### config.mk
export PLATFORM = sky130hd
export DESIGN_NAME = scba_ram
export DESIGN_NICKNAME = d
export VERILOG_FILES = /design/src/rtl/core/scba_ram.sv
export SDC_FILE = /design/constraint.sdc
export NUM_CORES = 1
export LEC_CHECK = 0
export ABC_CLOCK_PERIOD_IN_PS = 3500
export BUFFER_PORTS_ARGS = -buffer_cell sky130_fd_sc_hd__buf_2
export CORE_MARGIN = 1.5
export CORE_UTILIZATION = 50
export CTS_CLUSTER_DIAMETER = 60
export DETAILED_ROUTE_END_ITERATION = 8
export PLACE_DENSITY = 0.65
export SLEW_MARGIN = 5
export SYNTH_ARGS = -nofsm -noshare
export SYNTH_HDL_FRONTEND = slang
export SYNTH_SLANG_ARGS = --single-unit
### constraint.sdc
create_clock -name clk -period 3.5 [get_ports clk]
set_clock_uncertainty 0.15 [all_clocks]
set_input_delay 0.7 -clock clk [delete_from_list [all_inputs] [get_ports clk]]
set_output_delay 0.7 -clock clk [all_outputs]
set_load 0.05 [all_outputs]
### src/rtl/core/scba_ram.sv
`default_nettype none
// single-port-write, single-port-read RAM, registered read data
module scba_ram #(
  parameter int WIDTH = 18,
  parameter int DEPTH = 64
) (
  input  wire logic                     clk,
  input  wire logic                     we,
  input  wire logic [$clog2(DEPTH)-1:0] waddr,
  input  wire logic [WIDTH-1:0]         wdata,
  input  wire logic [$clog2(DEPTH)-1:0] raddr,
  output logic      [WIDTH-1:0]         rdata_r
);

  logic [WIDTH-1:0] mem [DEPTH];

  always_ff @(posedge clk) begin
    if (we) begin
      mem[waddr] <= wdata;
    end
  end

  always_ff @(posedge clk) begin
    rdata_r <= mem[raddr];
  end

endmodule
`default_nettype wire

==> tab_implementation.tex, run 1 <==
\begin{tabular}{lr}
\hline
Metric & Value \\
\hline
\multicolumn{2}{l}{\textbf{Outcome}} \\
\quad Run status & finished, final reports clean \\
\multicolumn{2}{l}{\textbf{Job}} \\
\quad Number of maximum-capacitance constraint violations & 0 \\
\multicolumn{2}{l}{\textbf{STA}} \\
\quad Transition time of the tightest slew-check pin & 1.268 ns \\
\quad Final Cycle Share & 0.7690 \\
\quad Final Hold Violating Endpoints & 0 \\
\quad Max Freq & 371.6 MHz \\
\quad RSZ-0062 raised after global routing & no \\
\quad Number of max-slew violations in the final report & 0 \\
\quad Number of setup violations in the final report & 0 \\
\quad Min Tclk post-route & 2.691 ns \\
\quad Max-slew headroom & 0.1545 \\
\quad Setup Total Neg Slack & 0 ns \\
\quad Least setup slack across all paths after layout & 0.8086 ns \\
\multicolumn{2}{l}{\textbf{Logic synthesis}} \\
\quad Cells taking the most area after synthesis & sky130\_fd\_sc\_hd\_\_edfxtp\_1, sky130\_fd\_sc\_hd\_\_mux4\_2, sky130\_fd\_sc\_hd\_\_mux2i\_1, sky130\_fd\_sc\_hd\_\_dfxtp\_1, sky130\_fd\_sc\_hd\_\_nor2\_1 \\
\quad Post-synth design cell area & between 40000 and 50000 um2 \\
\quad Yosys synthesis warning count & 0 \\
\quad Gate count after technology mapping & about 2000 \\
\quad Number of enable-type register cells in the synthesized netlist & 1152 \\
\quad Post-Syn Area per Cell & 22.80 um2 \\
\quad Count leader, synth & sky130\_fd\_sc\_hd\_\_edfxtp\_1 \\
\quad Portion of synthesized cell area occupied by the leading cell type & 0.7753 \\
\quad Biggest area consumer among synthesized cells & sky130\_fd\_sc\_hd\_\_edfxtp\_1 \\
\quad Syn Nets & 1989 \\
\quad Unique masters post-synth & 34 \\
\quad Count of state elements after synthesis & around 1200 \\
\quad Asr flop ratio synth & 0 \\
\quad Synth top cells by count & sky130\_fd\_sc\_hd\_\_edfxtp\_1, sky130\_fd\_sc\_hd\_\_mux4\_2, sky130\_fd\_sc\_hd\_\_nor2\_1 \\
\quad Part of the Yosys area used for sequential elements & 0.7833 \\
\quad Post-synth top flop & sky130\_fd\_sc\_hd\_\_edfxtp\_1 \\
\multicolumn{2}{l}{\textbf{Setup path}} \\
\quad Kind of start point of the critical path & input pin \\
\quad Critical Path End Type & flip-flop \\
\quad Data required time at the worst endpoint & between 3 and 4 ns \\
\quad Slowest stage cell on the critical path & sky130\_fd\_sc\_hd\_\_mux4\_2 \\
\quad Critical path's most frequent cell & sky130\_fd\_sc\_hd\_\_mux4\_2 \\
\quad Max stage delay on crit path & approximately 0.61 ns \\
\quad Worst reg2reg path startpoint & mem[35][7] \\
\quad Number of logic stages on the critical path including buffering & 6 \\
\quad CP Buf/Inv Count & 2 \\
\quad Arrival time worst endpoint & 3.08 ns \\
\quad Setup crit end & rdata\_r[7] \\
\quad Launching instance or port of the critical path & raddr[0] \\
\quad Critical Path, Cell by Cell & buf\_8, buf\_4, mux4\_2, mux4\_2, nor2\_1, o21ai\_1 \\
\quad Endpoint of the worst-slack reg-to-reg timing path & rdata\_r[7] \\
\quad Flop-to-flop setup slack & 1.25 ns \\
\quad Setup CP Type & in2reg \\
\quad Top Family by Delay on Critical Path & multiplexers \\
\quad Largest fanout on the critical path & 25 \\
\quad Worst Reg2Reg Path Length in Cells & 4 \\
\multicolumn{2}{l}{\textbf{Power and ir drop}} \\
\quad Sequential power share & 0.540 \\
\quad Clock Power Share & 0.405 \\
\quad Maximum ir drop on the vdd rail & 465.1 uV \\
\quad Relative contribution of combinational cells to total power & 0.055 \\
\quad Leakage component of the power & $\sim$16 nW \\
\quad Cell internal power dissipation & 22.66 mW \\
\quad Proportion of total power due to net switching & 0.2150 \\
\quad Post-layout power & roughly 29 mW \\
\quad Power density relative to cell area & around 570 nW/um2 \\
\quad Net Sw Power & 6.206 mW \\
\multicolumn{2}{l}{\textbf{Floorplanning}} \\
\quad Top Ports & 50 \\
\quad Initial Utilization & 0.5049 \\
\quad Number of standard-cell rows in the floorplan & 109 \\
\quad Die Outline Area & 91040 um2 \\
\quad Width of the chip & 301.7 um \\
\quad Core Box Area & 88370 um2 \\
\quad Die boundary height & between 300 and 400 um \\
\multicolumn{2}{l}{\textbf{CTS}} \\
\quad Number of clock buffers inserted by TritonCTS & 112 \\
\quad Worst-path clk slew & 0.06 ns \\
\quad Number of clock sinks seen by CTS & 1170 \\
\quad \# resized after CTS & 0 \\
\quad CTS tree & built \\
\quad CTS HTree Levels & 3 \\
\quad Clk root buf & sky130\_fd\_sc\_hd\_\_clkbuf\_16 \\
\quad Post-CTS Setup Repair Bufs & 0 \\
\quad Worst-skew pair later-pin latency & 0.68 ns \\
\quad Post-CTS Hold Buffers & 0 \\
\quad Worst-case clock buffer depth & 3 \\
\multicolumn{2}{l}{\textbf{Finish}} \\
\quad Layout area overhead & 14.46\% \\
\quad Number of nets in the layout & 2220 \\
\quad Ratio of cells with drive above 1 in the final layout & 0.3332 \\
\quad Post-route core utilization & 0.5779 \\
\quad Combined flip-flop and latch cell area & around 35000 um2 \\
\quad Fillers & 6381 \\
\quad Multi-input gate area in the final layout & just over 9000 um2 \\
\quad Cell Count, Final, Fillers Out & 3452 \\
\multicolumn{2}{l}{\textbf{Route}} \\
\quad Post-Route WL & 108.8 mm \\
\quad Routed length per placed instance & 31.51 um \\
\quad Number of vias after detailed routing & between 20000 and 25000 \\
\quad Via/cell ratio & roughly 6.2 \\
\quad Post-detailed-route count of antenna-violating nets & 0 \\
\quad Number of search-and-repair iterations in the first detailed-routing pass & 5 \\
\quad DRC Markers & 0 \\
\quad Initial DRC Count & $\sim$2800 \\
\multicolumn{2}{l}{\textbf{Placed design}} \\
\quad Number of port buffers & between 40 and 50 \\
\quad Post-Place Setup Slack & 0.09928 ns \\
\quad Total half-perimeter wirelength after legalization and detailed placement & around 67 mm \\
\quad Routability-driven placement congestion ratio & 0.8422 \\
\quad Number of placed instances with taps included & 3239 \\
\multicolumn{2}{l}{\textbf{Global route}} \\
\quad First-pass GRT wire length & about 160 mm \\
\quad Global router's overall resource usage & 0.2456 \\
\quad Pin count of the biggest net entering global routing & 65 \\
\quad Total global routing overflow & 0 \\
\quad Vias in the first global route & approximately 22000 \\
\quad Antenna violations before repair & 9 \\
\multicolumn{2}{l}{\textbf{Min path}} \\
\quad Type of the tightest min-delay check & in2reg \\
\hline
\end{tabular}
area by class of cell:
cell class / count / share of cell area
Antenna cell: 3 / 0.0001470
Clock buffer: 136 / 0.05742
Clock inverter: 74 / 0.01208
Multi-Input combinational cell: 680 / 0.1802
Sequential cell: 1170 / 0.6844
Tap cell: 1165 / 0.02854
Timing Repair Buffer: 224 / 0.03726
routing by layer:
layer	share of wire	vias to the layer above	global-route usage
li1	-	8768	-
met1	0.39	11470	0.3448
met2	0.50	934	0.4011
met3	0.080	142	0.04123
met4	0.025	10	0.07357
met5	0.00060	-	0
worst min path at each step:
stage / start / end / slack [ns] / depth (start not counted)
after CTS: wdata[7] / mem[57][7] / 0.22 / 1
after floorplan: mem[38][16] / rdata_r[16] / 0.63 / 5
after detailed placement: mem[55][16] / rdata_r[16] / 0.75 / 5
final: wdata[7] / mem[57][7] / 0.26 / 1
after global routing: wdata[7] / mem[57][7] / 0.25 / 1
after global placement: mem[52][15] / rdata_r[15] / 0.74 / 4
cells in the final DEF (no fill, tap or decap), types with 21 or more instances in the layout:
cell type                   count
sky130_fd_sc_hd__a21oi_1       30
sky130_fd_sc_hd__buf_12        25
sky130_fd_sc_hd__buf_2         44
sky130_fd_sc_hd__buf_4        152
sky130_fd_sc_hd__clkbuf_16    112
sky130_fd_sc_hd__clkinv_1      25
sky130_fd_sc_hd__clkinv_2      25
sky130_fd_sc_hd__edfxtp_1    1152
sky130_fd_sc_hd__mux2i_1       60
sky130_fd_sc_hd__mux4_2       300
sky130_fd_sc_hd__nand2_1       22
sky130_fd_sc_hd__nor2_1        35
sky130_fd_sc_hd__nor2_2        55
sky130_fd_sc_hd__o21ai_0       35
sky130_fd_sc_hd__o21ai_1       21
sky130_fd_sc_hd__o22ai_1       26
stage by stage:
step / hold slack [ns] / cell area (um2)
CTS: 0.2217 / 51070
global route: 0.2463 / 51070
global placement: 0.7390 / 47520
detailed placement: 0.7547 / 47520
floorplan: 0.6345 / 44620
finish: 0.2633 / 51080
sequential cells by signal (all words and copies together) (netlist names):
register and count:
mem 1152, rdata_r 18
power by group through the flow:
stage	logic [mW]	registers, mW	clock network [mW]
final	1.60	15.6	11.7
after global routing	1.68	15.6	12.4
after CTS	1.61	15.6	11.8
after detailed placement	1.61	15.9	0
after global placement	1.59	15.9	0
after floorplan	0.772	15.9	0
kinds of logic (layout without fill, tap and decap cells):
kind of cell / count (synthesis) / after routing / share of synthesized area
flip-flops: 1170 / 1170 / 0.7833
other: 0 / 3 / 0
AO/OA/AOI/OAI: 140 / 140 / 0.01811
multiplexers: 372 / 372 / 0.1679
AND/OR/NAND/NOR: 168 / 168 / 0.01694
buffers and inverters: 107 / 434 / 0.01371
(Power assumes the default switching activity.)
==> run 2, diff against run 1 <==
Settings changed: ABC_CLOCK_PERIOD_IN_PS 3500 to 2570.
Clock period 3.5 ns to 2.57 ns, I/O delays scaled along.
==> tab_implementation.tex, run 2 (same netlist as run 1, synthesis figures left out) <==
\begin{tabular}{lr}
\hline
Metric & Value \\
\hline
\multicolumn{2}{l}{\textbf{CTS}} \\
\quad CTS tree & built \\
\quad Clk root buf & sky130\_fd\_sc\_hd\_\_clkbuf\_16 \\
\quad CTS HTree Levels & 3 \\
\quad Worst-skew pair later-pin latency & 0.69 ns \\
\quad Worst-case clock buffer depth & 3 \\
\quad Worst-path clk slew & 0.06 ns \\
\quad Number of clock sinks seen by CTS & 1170 \\
\quad Number of clock buffers inserted by TritonCTS & 116 \\
\multicolumn{2}{l}{\textbf{Floorplanning}} \\
\quad Initial Utilization & 0.5049 \\
\quad Number of standard-cell rows in the floorplan & around 110 \\
\quad Width of the chip & 301.7 um \\
\quad Die boundary height & 301.7 um \\
\quad Core Box Area & between 80000 and 90000 um2 \\
\quad Top Ports & 50 \\
\quad Die Outline Area & 91040 um2 \\
\multicolumn{2}{l}{\textbf{Setup path}} \\
\quad Top Family by Delay on Critical Path & buffers and inverters \\
\quad CP Buf/Inv Count & 3 \\
\quad Critical Path End Type & flip-flop \\
\quad Setup CP Type & in2reg \\
\quad Kind of start point of the critical path & input pin \\
\quad Critical Path, Cell by Cell & buf\_8, buf\_4, mux4\_2, mux2i\_1, a21oi\_1, o21ai\_1, buf\_4, o21ai\_1 \\
\quad Max stage delay on crit path & 0.55 ns \\
\quad Data required time at the worst endpoint & 2.99 ns \\
\quad Slowest stage cell on the critical path & sky130\_fd\_sc\_hd\_\_mux4\_2 \\
\quad Largest fanout on the critical path & 16 \\
\quad Arrival time worst endpoint & 2.72 ns \\
\multicolumn{2}{l}{\textbf{Power and ir drop}} \\
\quad Post-layout power & about 40 mW \\
\quad Clock Power Share & 0.411 \\
\quad Leakage component of the power & between 15 and 20 nW \\
\quad Power density relative to cell area & 755.3 nW/um2 \\
\quad Proportion of total power due to net switching & 0.2102 \\
\quad Sequential power share & 0.531 \\
\quad Net Sw Power & 8.399 mW \\
\quad Relative contribution of combinational cells to total power & 0.059 \\
\quad Maximum ir drop on the vdd rail & 705.8 uV \\
\quad Cell internal power dissipation & 31.56 mW \\
\multicolumn{2}{l}{\textbf{STA}} \\
\quad Least setup slack across all paths after layout & 0.2644 ns \\
\quad Max Freq & around 430 MHz \\
\quad Final Cycle Share & 0.8971 \\
\quad Min Tclk post-route & 2.306 ns \\
\quad Worst hold slack & 0.1376 ns \\
\quad Transition time of the tightest slew-check pin & 0.7684 ns \\
\quad Final Hold Violating Endpoints & 0 \\
\quad Number of setup violations in the final report & 0 \\
\quad RSZ-0062 raised after global routing & no \\
\quad Number of max-slew violations in the final report & 0 \\
\quad Max-slew headroom & 0.4878 \\
\quad Setup Total Neg Slack & 0 ns \\
\multicolumn{2}{l}{\textbf{Placed design}} \\
\quad Number of placed instances with taps included & 3325 \\
\quad Number of port buffers & 49 \\
\quad Routability-driven placement congestion ratio & roughly 0.84 \\
\quad Post-Place Setup Slack & -0.6736 ns \\
\quad Instance area after placement & around 50000 um2 \\
\quad Total half-perimeter wirelength after legalization and detailed placement & roughly 65 mm \\
\multicolumn{2}{l}{\textbf{Global route}} \\
\quad Total global routing overflow & 0 \\
\quad Vias in the first global route & between 20000 and 25000 \\
\quad First-pass GRT wire length & 155.0 mm \\
\quad Antenna violations before repair & 5 \\
\quad Global router's overall resource usage & 0.2411 \\
\quad Pin count of the biggest net entering global routing & 65 \\
\multicolumn{2}{l}{\textbf{Finish}} \\
\quad Biggest register & mem \\
\quad Final instance area & 52900 um2 \\
\quad Layout area overhead & 18.56\% \\
\quad Leading cell types in the layout, fill and taps excluded & sky130\_fd\_sc\_hd\_\_edfxtp\_1, sky130\_fd\_sc\_hd\_\_mux4\_2, sky130\_fd\_sc\_hd\_\_buf\_4 \\
\quad Regs by FF count & mem: 1152 flops, rdata\_r: 18 flops \\
\quad Most common library cell in the layout ignoring fill and taps & sky130\_fd\_sc\_hd\_\_edfxtp\_1 \\
\quad Ratio of cells with drive above 1 in the final layout & 0.3552 \\
\quad Number of nets in the layout & 2312 \\
\quad Post-route core utilization & 0.5986 \\
\quad Number of flip-flops under the largest register name & roughly 1200 \\
\quad Cell Count, Final, Fillers Out & 3542 \\
\multicolumn{2}{l}{\textbf{Job}} \\
\quad Number of maximum-capacitance constraint violations & 0 \\
\multicolumn{2}{l}{\textbf{Route}} \\
\quad Post-detailed-route count of antenna-violating nets & 0 \\
\quad Via/cell ratio & 6.071 \\
\quad DRC Markers & 0 \\
\quad Number of search-and-repair iterations in the first detailed-routing pass & 5 \\
\quad Initial DRC Count & 2426 \\
\quad Routed length per placed instance & 30.06 um \\
\quad Number of vias after detailed routing & approximately 22000 \\
\quad Post-Route WL & 106.5 mm \\
\multicolumn{2}{l}{\textbf{Min path}} \\
\quad Type of the tightest min-delay check & in2reg \\
\multicolumn{2}{l}{\textbf{Outcome}} \\
\quad Run status & finished, final reports clean \\
\hline
\end{tabular}
## run 2: cell types whose count changed in the layout (fill, tap and decap cells not counted), sizes merged
cell	delta
clkbuf	+15
clkinvlp	-2
diode	-2
inv	+1
bufinv	+1
buf	+86
clkinv	-11
dlygate4sd3	+2
## run 2: final cells by class
cell class / count / area [um2]
antenna: 1 / 2.502
tap: 1165 / 1458
sequential: 1170 / 34950
clock buffer: 151 / 3128
clock inverter: 63 / 580.6
multi-input combinational: 680 / 9198
timing repair buffer: 312 / 3582
fill: 6183 / 35470
## run 2: worst register-to-register path: stages (launching register included)
cell and delay [ns]:
sky130_fd_sc_hd__edfxtp_1 0.37, sky130_fd_sc_hd__mux4_2 0.47, sky130_fd_sc_hd__mux2i_1 0.18, sky130_fd_sc_hd__a211oi_1 0.10, sky130_fd_sc_hd__buf_4 0.16, sky130_fd_sc_hd__o21ai_1 0.44, sky130_fd_sc_hd__buf_4 0.21, sky130_fd_sc_hd__o21ai_1 0.05
## run 2: path summary, 6_finish.rpt
| check | from | endpoint | slack [ns] | cells after the start |
|---|---|---|---|---|
| max | raddr[0] | rdata_r[5] | 0.26 | 8 |
| max reg2reg | mem[11][5] | rdata_r[5] | 0.35 | 7 |
| min reg2reg | mem[53][3] | rdata_r[3] | 0.76 | 4 |
| min | wdata[3] | mem[32][3] | 0.14 | 1 |
## run 2: repair_timing
| item | in CTS | in global routing |
|---|---|---|
| setup buffers | 0 | 0 |
| hold buffers | 2 | 0 |
| endpoints found under the setup margin | 0 | 1 |
| resized for setup | 0 | 1 |
| endpoints found under the hold margin | 9 | 0 |
## run 2: per-layer routing
metal | wire length (um) | vias to the layer above | share of wire | track usage
met2 | 52570 | 864 | 0.49 | 0.3927
met4 | 2938 | 6 | 0.028 | 0.06857
met5 | 26 | - | 0.00024 | 0
met3 | 9672 | 176 | 0.091 | 0.06141
met1 | 41270 | 11500 | 0.39 | 0.3257
li1 | - | 8961 | - | -
## run 2: power groups by stage
stage	combinational, mW	sequential, mW	clock (mW)
3_3_place_gp	2.32	21.6	0
2_1_floorplan	1.05	21.7	0
5_1_grt	2.49	21.2	17.3
4_1_cts	2.38	21.2	16.7
6_report	2.35	21.2	16.4
3_5_place_dp	2.37	21.6	0
