## src/rtl/core/scba_pkg.sv

```systemverilog
`default_nettype none
package scba_pkg;

  localparam int ACT_W  = 2;
  localparam int SIZE_W = 16;
  localparam int ADDR_W = 18;
  localparam int ST_W   = 2;

  // defaults for the top level parameters
  localparam int DEF_PAGE_BYTES = 4096;
  localparam int DEF_POOL_PAGES = 64;
  localparam int DEF_WORD_BYTES = 8;

  // action codes
  localparam logic [ACT_W-1:0] ACT_ALLOC   = 2'd0;
  localparam logic [ACT_W-1:0] ACT_FREE    = 2'd1;
  localparam logic [ACT_W-1:0] ACT_REALLOC = 2'd2;
  localparam logic [ACT_W-1:0] ACT_RSVD    = 2'd3;

  // status codes
  localparam logic [ST_W-1:0] ST_OK     = 2'd0;
  localparam logic [ST_W-1:0] ST_NOFIT  = 2'd1;
  localparam logic [ST_W-1:0] ST_NOPAGE = 2'd2;
  localparam logic [ST_W-1:0] ST_FREED  = 2'd3;

  typedef struct packed {
    logic [ACT_W-1:0]  action;
    logic [SIZE_W-1:0] request_size;
    logic [ADDR_W-1:0] block_address;
  } in_item_t;

  typedef struct packed {
    logic [ADDR_W-1:0] result_address;
    logic [ST_W-1:0]   status;
  } out_item_t;

endpackage
`default_nettype wire

```

## src/rtl/core/scba_size_class.sv

```systemverilog
`default_nettype none
// smallest size class whose block holds the request
module scba_size_class #(
  parameter int WORD_BYTES = 8,
  parameter int NCLS       = 8
) (
  input  wire logic [15:0]               size,
  output logic                           fit,
  output logic      [$clog2(NCLS)-1:0]   cls
);

  import scba_pkg::*;

  localparam int CW = $clog2(NCLS);

  always_comb begin
    fit = 1'b0;
    cls = '0;
    // walk down so the lowest fitting class wins
    for (int c = NCLS - 1; c >= 0; c--) begin
      if (17'(WORD_BYTES << c) >= {1'b0, size}) begin
        fit = 1'b1;
        cls = CW'(c);
      end
    end
  end

endmodule
`default_nettype wire

```

## config.mk

```make
export PLATFORM = sky130hd
export DESIGN_NAME = scba_size_class
export DESIGN_NICKNAME = d
export VERILOG_FILES = /design/src/rtl/core/scba_pkg.sv /design/src/rtl/core/scba_size_class.sv
export SDC_FILE = /design/constraint.sdc
export NUM_CORES = 1
export LEC_CHECK = 0
export BUFFER_PORTS_ARGS = -buffer_cell sky130_fd_sc_hd__clkbuf_2
export CORE_AREA = 2 2 39 41
export DETAILED_ROUTE_END_ITERATION = 12
export DIE_AREA = 0 0 41 43
export GPL_ROUTABILITY_DRIVEN = 0
export PLACE_DENSITY_LB_ADDON = 0.08
export REMOVE_ABC_BUFFERS = 1
export SLEW_MARGIN = 15
export SYNTH_ARGS = -nofsm -noshare
export SYNTH_HDL_FRONTEND = slang
export SYNTH_SLANG_ARGS = --single-unit
```

## constraint.sdc

```tcl
create_clock -name vclk -period 2.4
set_clock_uncertainty 0.2 [all_clocks]
set_input_delay 0.24 -clock vclk [all_inputs]
set_output_delay 0.24 -clock vclk [all_outputs]
set_load 0.1 [all_outputs]
```

==> impl_metrics.env, run 1 <==
export IMPL_antenna_cells=0
export IMPL_routed_wl_um=857
export IMPL_synth_mux_area_share_pct=4.59
export IMPL_drc=0
export IMPL_tightestPinTransition_ns=0.611
export IMPL_synth_compound_area_share_pct=38.8
export IMPL_yosys_warnings=0
export IMPL_comb_power_share_pct=100.0
export IMPL_nFlopsAndLatches=0
export IMPL_grt_pass1_wl_um=1340
export IMPL_power_density_nw_per_um2=106
export IMPL_synth_avg_cell_area_um2=6.81
export IMPL_critPathRequiredTime_ns=1.96
export IMPL_crit_path_start_kind="input port"
export IMPL_grt_overflow_total=0
export IMPL_power_total_mw=0.0585
export IMPL_hold_viol=0
export IMPL_coreArea_um2=1380
export IMPL_path_max_fanout=4
export IMPL_drtAntennaViolNets=0
export IMPL_hp_class="in -> out"
export IMPL_status="complete, but fails checks"
export IMPL_min_to="fit"
export IMPL_synth_cell_types=23
export IMPL_crit_chain="buf_6 > or4_4 > or3_4 > or4_4 > o31ai_4 > clkbuf_16"
export IMPL_maxCapViolations=0
export IMPL_crit_arrival_ns=2.05
export IMPL_die_h_um=43
export IMPL_seq_area_um2=0
export IMPL_synth_cells=36
export IMPL_avgRoutedWirePerCell_um=11.0
export IMPL_crit_top_cell="or4_4"
export IMPL_grt_antenna_before_repair=0
export IMPL_fin_crit_ns=2.49
export IMPL_initial_core_util_pct=17.7
export IMPL_p_int_mw=0.0272
export IMPL_finalSetupViolations=3
export IMPL_crit_type="in -> out"
export IMPL_die_w_um=41
export IMPL_clock_power_share_pct=0
export IMPL_holdCritStartpoint="size[10]"
export IMPL_layout_drive_gt1_share_pct=59.7
export IMPL_num_rows=14
export IMPL_setup_ws_ns=-0.0937
export IMPL_clkbuf_count=0
export IMPL_dr_pass1_iters=3
export IMPL_violations="negative setup slack"
export IMPL_synth_top_family_by_area="simple AND/OR/NAND/NOR gates"
export IMPL_final_area_um2=553
export IMPL_grt_pass1_vias=313
export IMPL_syn_cell_area_um2=245
export IMPL_grt_usage_pct=9.89
export IMPL_vdd_drop_max_mv=0.0373
export IMPL_fin_nets=80
export IMPL_maxSlewHeadroom_pct=58.9
export IMPL_synth_xor_area_share_pct=3.57
export IMPL_area_growth_pct=126
export IMPL_finalCritPeriodShare_pct=104
export IMPL_synthAdderAreaFrac_pct=0
export IMPL_pwr_share_seq_pct=0
export IMPL_dieArea_um2=1760
export IMPL_hpwlAfterDp_um=651
export IMPL_drv_slew=0
export IMPL_io_pins=20
export IMPL_p_leak_nw=0.211
export IMPL_drt_vias_per_instance=4.94
export IMPL_min_delay_path_depth=3
export IMPL_slowest_delay_ns=0.54
export IMPL_grt_max_degree=9
export IMPL_endpoint_kind="primary output"
export IMPL_drt_iter0_drc=2
export IMPL_fmax_ghz=0.401
export IMPL_switchingPower_mw=0.0313
export IMPL_hold_slack_ns=0.727
export IMPL_switching_share_pct=53.4
export IMPL_rsz0062_at_grt="true"
export IMPL_yosysSeqAreaShare_pct=0
export IMPL_slowest_stage="or4_4"
export IMPL_vias=385
export IMPL_synth_simple_area_share_pct=53.1
export IMPL_place_area_um2=455
export IMPL_io_buffer_count=20
==> power by group through the flow <==
stage	combinational, mW	clock [mW]	sequential, mW
finish	0.0585	0	0
detailed placement	0.0479	0	0
CTS	0.0495	0	0
global placement	0.0482	0	0
global route	0.0653	0	0
floorplan	0.0196	0	0
==> synthesized netlist by cell type (all sizes together) <==
library cell	instances	area [um^2]
nand2b	4	25.0
or3	2	17.5
o41ai	1	8.76
nor3	3	15.0
nand3	1	5.00
a211oi	2	15.0
nand2	4	15.0
o31ai	1	7.51
o21bai	1	7.51
o311ai	2	17.5
o31a	1	8.76
xnor2	1	8.76
nor2	2	7.51
a2111oi	1	8.76
o2111ai	1	8.76
a21oi	1	5.00
nor4	3	18.8
or4	2	18.8
mux2	1	11.3
and2b	1	7.51
a21boi	1	7.51
==> routing by layer <==
layer | wire length, um | track usage, %
met1 | 373 | 15.5
met2 | 438 | 15.6
met3 | 46 | 0
met4 | 0 | 0
met5 | 0 | 0
==> worst max-delay path: cells and delay by family <==
| family | cells | cell delay, ns |
|---|---|---|
| AND/OR/NAND/NOR | 3 | 1.39 |
| AO/OA/AOI/OAI | 1 | 0.08 |
| buffers and inverters | 2 | 0.33 |
==> cells in the final DEF, fill, tap and decap left out, drive strengths merged <==
cell and count:
o31ai 1, and2b 1, or3 2, nor4 3, buf 10, mux2 1
o21bai 1, clkbuf 16, o41ai 1, o31a 1, nor3 3, a21oi 1
a211oi 2, nand2b 4, o2111ai 1, a2111oi 1, o311ai 2, nand3 1
a21boi 1, nand2 4, or4 2, xnor2 1, nor2 2
==> cell type report <==
cell class	count	area [um^2]
Fill cell	154	831
Multi-Input combinational cell	36	313
Timing Repair Buffer	26	220
Tap cell	16	20.0
==> cell families after synthesis <==
kind of cell     Yosys count
AO/OA/AOI/OAI             12
XOR/XNOR                   1
multiplexers               1
AND/OR/NAND/NOR           22
==> how the worst max path moves through the flow <==
stage / startpoint / end
after global placement: size[3] / cls[0]
after CTS: size[3] / cls[2]
after floorplan: size[3] / cls[0]
after detailed placement: size[3] / cls[0]
final: size[0] / cls[2]
after global routing: size[0] / cls[2]
==> what timing repair did <==
action	CTS	global route
endpoints found under the hold margin	0	0
resized for setup	2	15
endpoints found under the setup margin	4	4
pin swaps	3	5
buffers inserted	0	2
hold buffers	0	0
==> through the flow <==
stage                     instances  setup TNS (ns)  setup slack (ns)  util, %
after floorplan                  36           -7.92             -3.93        -
after global placement           76          -0.334            -0.145     32.9
after detailed placement         76          -0.352            -0.151     32.9
after CTS                        76          -0.216            -0.101     33.5
after global routing             78          -0.346            -0.127     40.0
final                            78          -0.235           -0.0937     40.0
Power figures use the tool's default switching activity.
==> run 2, diff against run 1 <==
PLACE_DENSITY = 0.46   (was unset)
PLACE_DENSITY_LB_ADDON = unset   (was 0.08)
==> run 2 against run 1 <==
  * The run still ends with negative setup slack left
  * Final area shrank 11%
  * Via count shrank 2.6%
  * Utilization shrank 4.3 points
  * First-iteration DRC count is the same
  * Power shrank 12%
  * Die area is the same
  * Clock-buffer cell count is the same
  * Global-route usage shrank 0.60 points
  * Maximum frequency shrank 0.53%
  * Critical path type unchanged
  * Largest cell class unchanged
==> impl_metrics.env, run 2 (same netlist as run 1, synthesis figures left out) <==
export IMPL_status="complete, but fails checks"
export IMPL_violations="negative setup slack"
export IMPL_startpoint="size[0]"
export IMPL_io_buffer_count=20
export IMPL_coreArea_um2=1380
export IMPL_vdd_drop_max_mv=0.0346
export IMPL_clkbuf_count=0
export IMPL_power_total_mw=0.0516
export IMPL_drtAntennaViolNets=0
export IMPL_grt_pass1_vias=325
export IMPL_seq_area_um2=0
export IMPL_die_w_um=41
export IMPL_initial_core_util_pct=17.7
export IMPL_crit_top_cell="or4_4"
export IMPL_final_common_cell="clkbuf_2"
export IMPL_p_leak_nw=0.183
export IMPL_finalSetupViolations=4
export IMPL_critPathRequiredTime_ns=1.96
export IMPL_grt_overflow_total=0
export IMPL_crit_arrival_ns=2.07
export IMPL_fillers=157
export IMPL_finalCritPeriodShare_pct=104
export IMPL_drv_slew=0
export IMPL_rsz0062_at_grt="true"
export IMPL_tightestPinTransition_ns=0.353
export IMPL_slowest_stage="or4_4"
export IMPL_fin_nets=78
export IMPL_dp_cells=75
export IMPL_hold_slack_ns=0.760
export IMPL_grt_antenna_before_repair=0
export IMPL_drc=0
export IMPL_fin_crit_ns=2.51
export IMPL_crit_path_start_kind="input port"
export IMPL_drt_iter0_drc=2
export IMPL_endpoint_kind="primary output"
export IMPL_area_growth_pct=101
export IMPL_vias=375
export IMPL_maxSlewHeadroom_pct=76.2
export IMPL_crit_type="in -> out"
export IMPL_hpwlAfterDp_um=671
export IMPL_dieArea_um2=1760
export IMPL_drt_vias_per_instance=4.93
export IMPL_hold_viol=0
export IMPL_num_rows=14
export IMPL_layout_common_cells="clkbuf_2, nand2b_1, nand2_1, buf_4"
export IMPL_cpLargestDelayFamily="simple AND/OR/NAND/NOR gates"
export IMPL_fmax_ghz=0.399
export IMPL_final_cells=76
export IMPL_cp_num_buf_inv=2
export IMPL_path_max_fanout=4
export IMPL_antenna_cells=0
export IMPL_cp_num_cells=6
export IMPL_layout_drive_gt1_share_pct=50.0
export IMPL_slowest_delay_ns=0.54
export IMPL_hp_class="in -> out"
export IMPL_maxCapViolations=0
export IMPL_dr_pass1_iters=2
export IMPL_avgRoutedWirePerCell_um=10.5
export IMPL_power_density_nw_per_um2=105
export IMPL_setup_ws_ns=-0.107
export IMPL_crit_chain="buf_6 > or4_4 > or3_4 > or4_4 > o31ai_4 > clkbuf_16"
export IMPL_grt_pass1_wl_um=1250
export IMPL_nFlopsAndLatches=0
export IMPL_io_pins=20
export IMPL_routed_wl_um=800
export IMPL_endpoint="cls[2]"
export IMPL_grt_max_degree=9
export IMPL_die_h_um=43
export IMPL_grt_usage_pct=9.29
## run 2: final cells by class
cell class                 instances  area, um^2  share of cell area, %
timing repair buffer              24         201                   40.9
multi-input combinational         36         272                   55.1
tap                               16        20.0                   4.06
## run 2: metal layers
metal,up-vias,routed length [um],global-route usage (%)
met2,11,370,15.9
li1,202,-,-
met3,0,49,0
met5,-,0,0
met4,0,0,0
met1,162,380,13.3
## run 2: worst min-delay path by stage
stage / start / to / slack (ns) / depth (start not counted)
finish: size[10] / cls[2] / 0.76 / 3
global route: size[10] / cls[2] / 0.79 / 3
CTS: size[10] / fit / 0.72 / 3
detailed placement: size[10] / fit / 0.72 / 3
global placement: size[10] / fit / 0.72 / 3
floorplan: size[10] / cls[1] / 0.74 / 2
## run 2: timing repair
action                                  in CTS  in global routing
resized for setup                            2                  7
endpoints found under the hold margin        0                  0
endpoints found under the setup margin       3                  4
pin swaps                                    2                  4
buffers inserted                             1                  0
hold buffers                                 0                  0
## run 2: power by group
group	internal [mW]	switching [mW]	leakage, nW
sequential	0	0	0
clock	0	0	0
combinational	0.0245	0.0271	0.183
## run 2: metrics by stage
| stage | util, % | setup WS (ns) | TNS, ns | instance area [um^2] |
|---|---|---|---|---|
| floorplan | - | -3.93 | -7.92 | 245 |
| global placement | 32.4 | -0.136 | -0.307 | 448 |
| detailed placement | 32.4 | -0.131 | -0.328 | 448 |
| CTS | 33.5 | -0.129 | -0.247 | 463 |
| global route | 35.6 | -0.158 | -0.485 | 493 |
| finish | 35.6 | -0.107 | -0.257 | 493 |
==> run 3, diff against run 2 <==
ABC_AREA = 1   (was unset)
PLACE_DENSITY = 0.56   (was 0.46)
SKIP_LAST_GASP = 1   (was unset)
==> run 3 against run 2 <==
  * The run now ends clean
  * Clock-buffer cell count unchanged
  * Flip-flop and latch count unchanged
  * Via count up 0.80%
  * Routed wire length down 19%
  * Setup slack better by 0.62 ns
  * Non-clock buffer count down 4
  * Die area unchanged
  * Combinational power down 9.9%
  * Critical path depth up 7
  * Critical path type unchanged
  * Critical endpoint is now cls[0]
==> impl_metrics.env, run 3 <==
export IMPL_fillers=160
export IMPL_power_density_nw_per_um2=106
export IMPL_num_rows=14
export IMPL_cts_setup_buffers=0
export IMPL_place_area_um2=438
export IMPL_synth_simple_area_share_pct=76.3
export IMPL_fin_nets=91
export IMPL_seq_area_um2=0
export IMPL_synth_compound_area_share_pct=16.2
export IMPL_synth_common_cells="nand2_1, inv_1, nand2_2, nor2_1, nor2_2"
export IMPL_grt_usage_pct=9.00
export IMPL_holdCritStartpoint="size[3]"
export IMPL_drv_slew=0
export IMPL_maxSlewHeadroom_pct=64.3
export IMPL_grt_pass1_vias=324
export IMPL_drc=0
export IMPL_synth_avg_cell_area_um2=5.67
export IMPL_nFlopsAndLatches=0
export IMPL_layout_drive_gt1_share_pct=50.7
export IMPL_final_area_um2=438
export IMPL_tightestPinTransition_ns=0.538
export IMPL_yosys_area_top_type_share_pct=15.0
export IMPL_synth_mux_area_share_pct=0
export IMPL_synth_xor_area_share_pct=0
export IMPL_finalSetupViolations=0
export IMPL_cts_resized=0
export IMPL_hp_class="in -> out"
export IMPL_antenna_cells=0
export IMPL_rsz0062_at_grt="false"
export IMPL_fin_setup_tns_ns=0
export IMPL_yosysMostFrequentCell="nand2_1"
export IMPL_dr_pass1_iters=3
export IMPL_fin_crit_ns=1.89
export IMPL_synth_top_area_cell="nand2_1"
export IMPL_final_common_cell="clkbuf_2"
export IMPL_postCtsHoldBufs=0
export IMPL_drt_iter0_drc=3
export IMPL_io_buffer_count=20
export IMPL_grt_antenna_before_repair=0
export IMPL_synth_area_top_cells="nand2_1, nor2_4, nand2_2"
export IMPL_critPathRequiredTime_ns=1.96
export IMPL_io_pins=20
export IMPL_hold_viol=0
export IMPL_dieArea_um2=1760
export IMPL_synth_cells=53
export IMPL_grt_pass1_wl_um=1220
export IMPL_clkbuf_count=0
export IMPL_yosys_warnings=0
export IMPL_routed_wl_um=648
export IMPL_status="completed"
export IMPL_grt_max_degree=7
export IMPL_power_total_mw=0.0465
export IMPL_die_h_um=43
export IMPL_drtAntennaViolNets=0
export IMPL_maxCapViolations=0
export IMPL_die_w_um=41
export IMPL_synthAdderAreaFrac_pct=0
export IMPL_avgRoutedWirePerCell_um=7.28
export IMPL_grt_overflow_total=0
export IMPL_fmax_ghz=0.530
export IMPL_drt_vias_per_instance=4.25
export IMPL_crit_path_start_kind="input port"
export IMPL_area_growth_pct=45.8
export IMPL_synth_cell_types=16
export IMPL_finalCritPeriodShare_pct=78.6
export IMPL_hold_slack_ns=0.743
export IMPL_p_leak_nw=0.205
export IMPL_vias=378
export IMPL_crit_arrival_ns=1.45
export IMPL_coreArea_um2=1380
export IMPL_syn_cell_area_um2=300
export IMPL_vdd_drop_max_mv=0.0280
export IMPL_yosysSeqAreaShare_pct=0
export IMPL_startpoint="size[1]"
export IMPL_synth_top_family_by_area="simple AND/OR/NAND/NOR gates"
export IMPL_crit_type="in -> out"
export IMPL_hpwlAfterDp_um=636
export IMPL_layout_common_cells="clkbuf_2, nand2_1, inv_1"
export IMPL_path_max_fanout=6
export IMPL_endpoint_kind="primary output"
export IMPL_initial_core_util_pct=21.7
==> run 3: cell types whose count changed after synthesis, moves of 3 or more <==
cell      delta
nand3_1      +3
nor2_2       +5
nor4_1       -3
nor2_1       +3
nand2_1      +8
inv_1        +6
nor2_4       +4
nand2_2      +5
nand2b_1     -4
==> run 3: power breakdown <==
part	switching [mW]	internal (mW)
clock	0	0
combinational	0.0282	0.0183
sequential	0	0
total	0.0282	0.0183
==> run 3: layout make-up <==
class | count | area (um^2) | share of cell area (%)
Inverter | 6 | 22.5 | 5.14
Multi-Input combinational cell | 47 | 278 | 63.4
Timing Repair Buffer | 20 | 118 | 26.9
Tap cell | 16 | 20.0 | 4.57
==> run 3: worst paths after layout <==
kind	endpoint	depth (start not counted)	slack, ns
setup / recovery	cls[0]	13	0.51
hold / removal	cls[0]	4	0.74
==> run 3: routing by layer <==
metal	vias up	share of wire [%]	track usage, %
li1	210	-	-
met1	164	41	13.0
met2	4	56	15.3
met3	0	2.8	0
met4	0	0	0
met5	-	0	0
==> run 3: critical path, stage by stage <==
cell	delay, ns
clkbuf_2	0.10
nor2_4	0.11
nand2_2	0.11
nor2_4	0.13
nand2_2	0.07
nand2_4	0.07
nand2_1	0.06
nand2_1	0.05
nand2_1	0.04
nand2_1	0.05
nand2_1	0.06
a21oi_2	0.17
buf_12	0.19
==> run 3: through the flow <==
stage / setup WS, ns / std cells / util (%)
floorplan: -1.21 / 53 / -
global placement: 0.509 / 89 / 31.6
detailed placement: 0.484 / 89 / 31.6
CTS: 0.486 / 89 / 31.6
global route: 0.372 / 89 / 31.6
finish: 0.514 / 89 / 31.6
==> run 3: kinds of logic after synthesis <==
kind of cell	Yosys count
compound gates	8
buf+inv	6
simple gates	39
